==> src/hw/rtl/ocl_pkg.sv <==
// ----------------------------------------------------------------------------
// ocl_pkg
// Types and codes shared by the ordered character list and its storage cells.
// ----------------------------------------------------------------------------
package ocl_pkg;

    typedef enum logic [1:0] {
        OP_PUSH      = 2'd0,
        OP_FIND      = 2'd1,
        OP_DEL_FIRST = 2'd2,
        OP_DEL_ALL   = 2'd3
    } op_t;

    typedef enum logic [1:0] {
        ST_OK      = 2'd0,
        ST_EMPTY   = 2'd1,
        ST_MISSING = 2'd2,
        ST_FULL    = 2'd3
    } status_t;

    localparam int unsigned LengthWidth = 5;

    typedef struct packed {
        op_t        op;
        logic [7:0] value;
    } cmd_t;

    typedef struct packed {
        status_t                  status;
        logic                     found;
        logic [LengthWidth-1:0]   length;
    } result_t;

    // Control broadcast to every cell of the chain
    typedef struct packed {
        logic push;    // shift towards the back, cell 0 takes the new value
        logic rotate;  // shift towards the front, head re-enters at the tail
        logic keep;    // head entry survives this rotation step
    } cell_ctrl_t;

endpackage

==> src/hw/rtl/ocl_cell.sv <==
// ----------------------------------------------------------------------------
// ocl_cell
// One storage cell of the list chain: holds a byte and trades it with its
// neighbours on push and rotate steps.
// ----------------------------------------------------------------------------
module ocl_cell (
    input  logic              clk,
    input  ocl_pkg::cell_ctrl_t ctrl,
    input  logic [7:0]        prev_data,
    input  logic [7:0]        next_data,
    input  logic [7:0]        head_data,
    input  logic              tail_sel,
    output logic [7:0]        data
);
    import ocl_pkg::*;

    logic [7:0] data_reg;
    logic [7:0] data_next;

    always_comb
    begin
        data_next = data_reg;
        priority if (ctrl.push)
        begin
            data_next = prev_data;
        end
        else if (ctrl.rotate)
        begin
            // the kept head lands at the current tail, everything else moves up
            if (tail_sel && ctrl.keep)
            begin
                data_next = head_data;
            end
            else
            begin
                data_next = next_data;
            end
        end
        else
        begin
            // hold the entry
            data_next = data_reg;
        end
    end

    always_ff @(posedge clk)
    begin
        data_reg <= data_next;
    end

    assign data = data_reg;

endmodule

==> src/hw/rtl/ordered_char_list.sv <==
// ----------------------------------------------------------------------------
// ordered_char_list
// Bounded list of bytes, newest first: push, find, delete first, delete all.
// ----------------------------------------------------------------------------
// An operation is taken when start is high and busy is low. It rotates the
// list once through the chain of cells, one entry per cycle, checking the
// head entry against the value; delete first drops the first match, delete
// all every match, and a push then shifts the new value in at the front if
// the list is not full. Busy stays high through the scan and the finishing
// step; done is high for a single cycle, as busy falls, and the result
// appears on result with it; a new operation may be started in that same
// cycle. The receiver cannot stall the result, so it must take it in that
// cycle. The entry count is cleared by reset; the cells need no clearing.
module ordered_char_list #(
    parameter int unsigned LIST_DEPTH = 16
) (
    input  logic             clk,
    input  logic             rst_n,
    input  logic             start,
    input  ocl_pkg::cmd_t    cmd,
    output logic             busy,
    output logic             done,
    output ocl_pkg::result_t result
);
    import ocl_pkg::*;

    localparam int unsigned CW = $clog2(LIST_DEPTH + 1);
    localparam int unsigned IW = $clog2(LIST_DEPTH);

    typedef enum logic [1:0] {
        S_IDLE,
        S_SCAN,
        S_FINISH
    } state_t;

    state_t          state_reg, state_next;
    logic [CW-1:0]   count_reg, count_next;
    logic [CW-1:0]   remain_reg, remain_next;
    op_t             op_reg, op_next;
    logic [7:0]      value_reg, value_next;
    logic            had_reg, had_next;
    logic            dropped_reg, dropped_next;
    logic            empty_reg, empty_next;
    logic            done_reg, done_next;
    result_t         result_reg, result_next;

    cell_ctrl_t      ctrl;
    logic [7:0]      cell_data [LIST_DEPTH];
    logic [IW-1:0]   tail_idx;
    logic            accept;
    logic            match;
    logic            drop;
    logic [CW-1:0]   tail_len;

    assign accept   = start && (state_reg == S_IDLE);
    assign match    = (cell_data[0] == value_reg);
    assign drop     = match && ((op_reg == OP_DEL_ALL) ||
                                ((op_reg == OP_DEL_FIRST) && !dropped_reg));
    assign tail_len = count_reg - CW'(1);
    assign tail_idx = tail_len[IW-1:0];

    always_comb
    begin
        state_next   = state_reg;
        count_next   = count_reg;
        remain_next  = remain_reg;
        op_next      = op_reg;
        value_next   = value_reg;
        had_next     = had_reg;
        dropped_next = dropped_reg;
        empty_next   = empty_reg;
        done_next    = 1'b0;
        result_next  = result_reg;
        ctrl         = '0;

        unique case (state_reg)
            S_IDLE:
            begin
                if (accept)
                begin
                    op_next      = cmd.op;
                    value_next   = cmd.value;
                    had_next     = 1'b0;
                    dropped_next = 1'b0;
                    remain_next  = count_reg;
                    empty_next   = (count_reg == '0);
                    state_next   = (count_reg == '0) ? S_FINISH : S_SCAN;
                end
            end

            S_SCAN:
            begin
                // rotate the head round to the tail, or drop it on a delete
                ctrl.rotate = 1'b1;
                ctrl.keep   = !drop;
                had_next    = had_reg || match;
                if (drop)
                begin
                    count_next   = count_reg - CW'(1);
                    dropped_next = 1'b1;
                end
                remain_next = remain_reg - CW'(1);
                if (remain_reg == CW'(1))
                begin
                    state_next = S_FINISH;
                end
            end

            S_FINISH:
            begin
                result_next.found = had_reg;
                if (op_reg == OP_PUSH)
                begin
                    if (count_reg == CW'(LIST_DEPTH))
                    begin
                        result_next.status = ST_FULL;
                    end
                    else
                    begin
                        ctrl.push          = 1'b1;
                        count_next         = count_reg + CW'(1);
                        result_next.status = ST_OK;
                    end
                end
                else if (empty_reg)
                begin
                    result_next.status = ST_EMPTY;
                end
                else if (!had_reg)
                begin
                    result_next.status = ST_MISSING;
                end
                else
                begin
                    result_next.status = ST_OK;
                end
                result_next.length = LengthWidth'(count_next);
                done_next          = 1'b1;
                state_next         = S_IDLE;
            end

            default:
            begin
                state_next = S_IDLE;
            end
        endcase
    end

    always_ff @(posedge clk or negedge rst_n)
    begin
        if (!rst_n)
        begin
            state_reg   <= S_IDLE;
            count_reg   <= '0;
            remain_reg  <= '0;
            done_reg    <= 1'b0;
            had_reg     <= 1'b0;
            dropped_reg <= 1'b0;
            empty_reg   <= 1'b0;
        end
        else
        begin
            state_reg   <= state_next;
            count_reg   <= count_next;
            remain_reg  <= remain_next;
            done_reg    <= done_next;
            had_reg     <= had_next;
            dropped_reg <= dropped_next;
            empty_reg   <= empty_next;
        end
    end

    always_ff @(posedge clk)
    begin
        op_reg     <= op_next;
        value_reg  <= value_next;
        result_reg <= result_next;
    end

    genvar gi;
    generate
        for (gi = 0; gi < LIST_DEPTH; gi++)
        begin : g_cell
            logic [7:0] prev_d;
            logic [7:0] next_d;

            if (gi == 0)
            begin : g_front
                assign prev_d = value_reg;
            end
            else
            begin : g_mid
                assign prev_d = cell_data[gi-1];
            end

            if (gi == LIST_DEPTH - 1)
            begin : g_back
                assign next_d = cell_data[0];
            end
            else
            begin : g_inner
                assign next_d = cell_data[gi+1];
            end

            ocl_cell u_cell (
                .clk       (clk),
                .ctrl      (ctrl),
                .prev_data (prev_d),
                .next_data (next_d),
                .head_data (cell_data[0]),
                .tail_sel  (tail_idx == IW'(gi)),
                .data      (cell_data[gi])
            );
        end
    endgenerate

    assign busy   = (state_reg != S_IDLE);
    assign done   = done_reg;
    assign result = result_reg;

    a_count_bound: assert property (@(posedge clk) disable iff (!rst_n)
        count_reg <= CW'(LIST_DEPTH))
        else $error("entry count beyond list depth");

    a_accept_busy: assert property (@(posedge clk) disable iff (!rst_n)
        accept |=> busy)
        else $error("accepted operation did not raise busy");

    a_done_idle: assert property (@(posedge clk) disable iff (!rst_n)
        done |-> !busy)
        else $error("result strobe while still busy");

    a_done_length: assert property (@(posedge clk) disable iff (!rst_n)
        done |-> (result.length == LengthWidth'(count_reg)))
        else $error("reported length differs from entry count");

endmodule
==> config.mk <==
export PLATFORM = sky130hd
export DESIGN_NAME = ordered_char_list
export DESIGN_NICKNAME = d
export VERILOG_FILES = /design/src/hw/rtl/ocl_pkg.sv /design/src/hw/rtl/ocl_cell.sv /design/src/hw/rtl/ordered_char_list.sv
export SDC_FILE = /design/constraint.sdc
export NUM_CORES = 1
export LEC_CHECK = 0
export BUFFER_PORTS_ARGS = -buffer_cell sky130_fd_sc_hd__buf_2
export CAP_MARGIN = 15
export CORE_MARGIN = 3
export CORE_UTILIZATION = 50
export CTS_CLUSTER_DIAMETER = 150
export DETAILED_ROUTE_END_ITERATION = 6
export GPL_TIMING_DRIVEN = 1
export PLACE_DENSITY_LB_ADDON = 0.2
export SYNTH_ARGS = -nofsm -noshare
export SYNTH_HDL_FRONTEND = slang
export SYNTH_HIERARCHICAL = 1
export SYNTH_SLANG_ARGS = --single-unit
==> constraint.sdc <==
create_clock -name clk -period 7.1 [get_ports clk]
set_input_delay 1.42 -clock clk [delete_from_list [all_inputs] [get_ports clk]]
set_output_delay 1.42 -clock clk [all_outputs]
set_load 0.03 [all_outputs]
Yosys cells after proc, flatten, opt, wreduce, memory -nomap -nowiden --
Index checks and enable logic that the tools add are counted.
Storage, ports and cells: bits in registers 162, input port bits 13, output and inout port bits 10, logic and storage cells 162
Operators by class: add/sub/neg operators 3, eq/ne operators 25, muxes and demuxes 70, reductions and logical operators 36
Operators with widths (count):
- $mux W8 | 47
- $eq A4 B4 Y1 const B | 7
- $mux W5 | 4
- $pmux W5 S2 | 2
- $logic_and A1 B1 Y1 | 18
- $eq A4 B3 Y1 const B | 4
- $mux W2 | 8
- $reduce_and A2 Y1 | 5
- $sub A5 B1 Y5 const B | 2
- $eq A4 B2 Y1 const B | 2
- $eq A8 B8 Y1 | 1
- $ne A2 B2 Y1 const B | 4
- $reduce_bool A2 Y1 | 4
- $eq A2 B2 Y1 const B | 3
- $mux W1 | 6
- $add A5 B1 Y5 const B | 1
- $eq A5 B1 Y1 const B | 1
- $eq A5 B5 Y1 const B | 1
- $logic_not A5 Y1 | 1
- $eq A4 B1 Y1 const B | 1
- $logic_not A2 Y1 | 2
- $logic_not A4 Y1 | 1
- $pmux W1 S2 | 2
- $pmux W2 S2 | 1
- other kinds (4) | 6

Depth between registers and ports, before layout --
depth after elaboration 10, depth in mapped cells 10, mapped depth without buffers 6

Hierarchy --
Netlist, hierarchy kept.
By module, submodules not included:
- ocl_cell | times used 16, cells each 47, area an instance 510.5 um^2, sequential area each 240.2 um^2
- ordered_char_list | times used 1, cells each 183, area an instance 1933.1 um^2, sequential area each 940.9 um^2

Worst setup path before layout --
Ideal clock, no wire load.
path type register to register, start register count_reg[0], end register g_cell[0].u_cell.data_reg[7], data pin, setup time 0.364 ns, arrival 4.195 ns, data required time 6.736 ns, slack 2.540 ns, cell stages (with the launch flop) 10, buffers on the path 3, clock period less this slack 4.560 ns, cells stage by stage dfrtp_1 buf_2 inv_1 ha_1 clkbuf_1 and4bb_2 nor2_2 buf_2 nand4b_1 o311ai_2
RTL lines:
- start, declared | line ordered_char_list.sv:37 | logic [CW-1:0] count_reg, count_next;
- start signal, assigned | line ordered_char_list.sv:164 | count_reg <= count_next;
- end signal, assigned | line ocl_cell.sv:48 | data_reg <= data_next;
- end, declared | line ocl_cell.sv:17 | logic [7:0] data_reg;

==> flow_summary_export.csv <==
group,metric,value,unit
synth,synth_cell_types,58,
critical_path,start_kind,"flop",
critical_path,r2r_cells,6,
placement,place_area,9933,sq um
timing,finalSetupViolCount,0,
clocking,clock_tree.root_cell,"clkbuf_16",
min_path,hp-class,"reg2reg",
die,ios,23,
pwr,swShare,0.3765,
drt,drtPass1Iterations,6,
clocking,cts-resized-gates,0,
pwr,p_comb_frac,0.306,
critical_path,cp-end-kind,"flop",
synth,synth_area,10100,sq um
die,initial_utilization,0.5139,
pwr,power.switching,1.669,mW
timing,finalHoldViolCount,0,
synth,syn_inst,935,
synth,synth_ff_type,"edfxtp_1",
grt,grt_pass1_vias,6669,
grt,antenna_found_initial,0,
synth,syn-num-nets,954,
synth,async_flop_share,0.09877,
synth,syn_area_per_cell,10.80,sq um
finish,largest_reg_flops,128,
pwr,p_int,2.765,mW
critical_path,cp.required,7.22,ns
clocking,insertion_delay,0.43,ns
critical_path,r2r_end,"g_cell[12].u_cell/data[5]",
synth,synth.top_cell.area_share,0.4340,
grt,overflow,0,
clocking,cts_hold_buf,0,
timing,timing.setup.tns,0,ns
timing,fmax,289.5,MHz
timing,slew_headroom,0.2618,
clocking,path_clk_slew,0.07,ns
critical_path,r2r-start,"count_reg[0]",
pwr,pwr-share-seq,0.487,
synth,yosysWarnings,6,
drt,detailroute.via_count,7179,
critical_path,cp_data_arrival_time,3.57,ns
flow_run,maxCapViolations,0,
placement,port_buffers,22,
clocking,cts_tree,"yes",
clocking,h-tree-depth,4,
grt,grt_pass1_wl,37800,um
timing,skew,0.01347,ns
outcome,status,"complete, no violations",
pwr,clkPwrFrac,0.206,
drt,drc_errors,0,
drt,drtIter0Drc,740,
grt,grt_max_degree,258,
synth,synth_edf_count,146,
clocking,postCtsSetupBuffers,0,
placement,place_congestion,0.8598,
die,core_area,19650,sq um
pwr,powerDensity,421.7,nW/um^2
drt,wl,23580,um
clocking,clk_path_buf_depth,2,
die,die_h,148.1,um
synth,ys_top_cells_by_area,"edfxtp_1 (43%), nand4b_1 (11%), o311ai_1 (8.4%)",
synth,seq_area_frac_synth,0.4737,
die,dieWidth,148.1,um
synth,ys_ff_latch,162,
pwr,vdd_drop_max,0.2936,mV
synth,synth_top_cell_by_area,"edfxtp_1",
timing,fin_crit,3.454,ns
critical_path,critPathKind,"reg2reg",
grt,grtUsageTotal,0.2164,
pwr,leakage,3.708,nW
critical_path,rrSetupSlack,3.65,ns
timing,worst_pin_slew,1.107,ns
timing,drv_slew,0,
finish,nets,913,
placement,hpwl,15130,um
drt,final_antenna_net_count,0,
timing,period_share,0.4865,
clocking,numCtsBuffers,17,
finish,final_area,10520,sq um
critical_path,crit_fanout,118,
finish,diodes,0,
timing,rsz0062_at_grt,"false",
clocking,clkSinkCount,162,
finish,drive_gt1_frac,0.1533,
critical_path,cp-endpoint,"g_cell[12].u_cell/data[5]",
critical_path,startpoint,"count_reg[0]",
synth,yosysMostFrequentCell,"edfxtp_1",
drt,via_per_inst,6.125,
synth,synthTopCellsByCount,"edfxtp_1 (146), nand2_1 (140), inv_1 (138)",
finish,syn2layout_area_growth,4.100,%
drt,wl_per_cell,20.12,um
die,rows,51,
die,die_area,21940,sq um
## metal layers
| layer | GRT usage | part of all wire | up-vias |
|---|---|---|---|
| li1 | - | - | 3428 |
| met4 | 0.07390 | 0.023 | 0 |
| met1 | 0.3347 | 0.48 | 3493 |
| met3 | 0.02834 | 0.052 | 25 |
| met5 | 0 | 0 | - |
| met2 | 0.3147 | 0.44 | 233 |
## through the flow
step | hold slack (ns) | total power, mW | utilization | setup slack (ns) | cells
6_report | 0.4742 | 4.434 | 0.5350 | 3.646 | 1172
5_1_grt | 0.4927 | 4.681 | 0.5350 | 3.342 | 1172
4_1_cts | 0.4798 | 4.437 | 0.5350 | 3.665 | 1172
3_5_place_dp | 0.4648 | 3.516 | 0.5054 | 3.685 | 1140
3_3_place_gp | 0.4592 | 3.497 | 0.5054 | 3.790 | 1140
2_1_floorplan | 0.4392 | 3.109 | - | 2.540 | 935
## kinds of logic after synthesis
kind of cell | share of synthesized area
xor+xnor | 0.01214
flops | 0.4737
mux | 0.001115
simple gates | 0.2293
fa+ha+maj | 0.007432
compound gates | 0.1578
buf+inv | 0.1185
## power by group through the flow
| stage | sequential (mW) | clock (mW) | combinational, mW |
|---|---|---|---|
| global route | 2.22 | 0.970 | 1.49 |
| floorplan | 1.97 | 0 | 1.14 |
| finish | 2.16 | 0.915 | 1.36 |
| global placement | 2.18 | 0 | 1.32 |
| detailed placement | 2.17 | 0 | 1.34 |
| CTS | 2.16 | 0.929 | 1.35 |
## how the worst min path moves through the flow
stage                      startpoint     endpoint  cells past startpoint
after floorplan           dropped_reg  dropped_reg                      2
after global placement    dropped_reg  dropped_reg                      2
after detailed placement  dropped_reg  dropped_reg                      2
after CTS                 dropped_reg  dropped_reg                      2
after global routing      dropped_reg  dropped_reg                      2
final                     dropped_reg  dropped_reg                      2
## critical path, cell delays in order, from the launching register on
cell	delay, ns
dfrtp_1	0.53
inv_1	0.16
ha_1	0.33
and4bb_2	0.32
nor2_4	0.52
buf_4	0.86
or2_2	0.37
## placed cells by master (no fill, tap or decap), types with 3 or more instances in the layout
cell | netlist | routed
clkbuf_16 | 0 | 17
edfxtp_1 | 146 | 146
and2_4 | 16 | 16
ha_1 | 6 | 6
nor3_1 | 5 | 5
inv_6 | 0 | 4
or2_2 | 17 | 17
inv_1 | 138 | 138
buf_4 | 16 | 4
o311ai_2 | 32 | 32
nor2_1 | 18 | 18
nand3_1 | 4 | 4
and3_1 | 13 | 13
nand4_1 | 4 | 4
o21ai_0 | 4 | 4
clkinv_4 | 0 | 3
dfrtp_1 | 16 | 16
nand2_1 | 140 | 140
o311ai_1 | 97 | 97
xnor2_1 | 9 | 9
nor4_1 | 3 | 3
nand4b_1 | 130 | 130
a21oi_1 | 6 | 5
xor2_1 | 5 | 5
buf_2 | 33 | 22
clkinv_2 | 0 | 4
## area by class of cell
cell class	instances	area (sq um)
timing repair buffer	27	160.2
clock inverter	15	156.4
fill	1800	9139
sequential	162	4785
multi-input combinational	547	4135
tap	265	331.6
clock buffer	17	425.4
inverter	139	521.8
(Power assumes the default switching activity.)
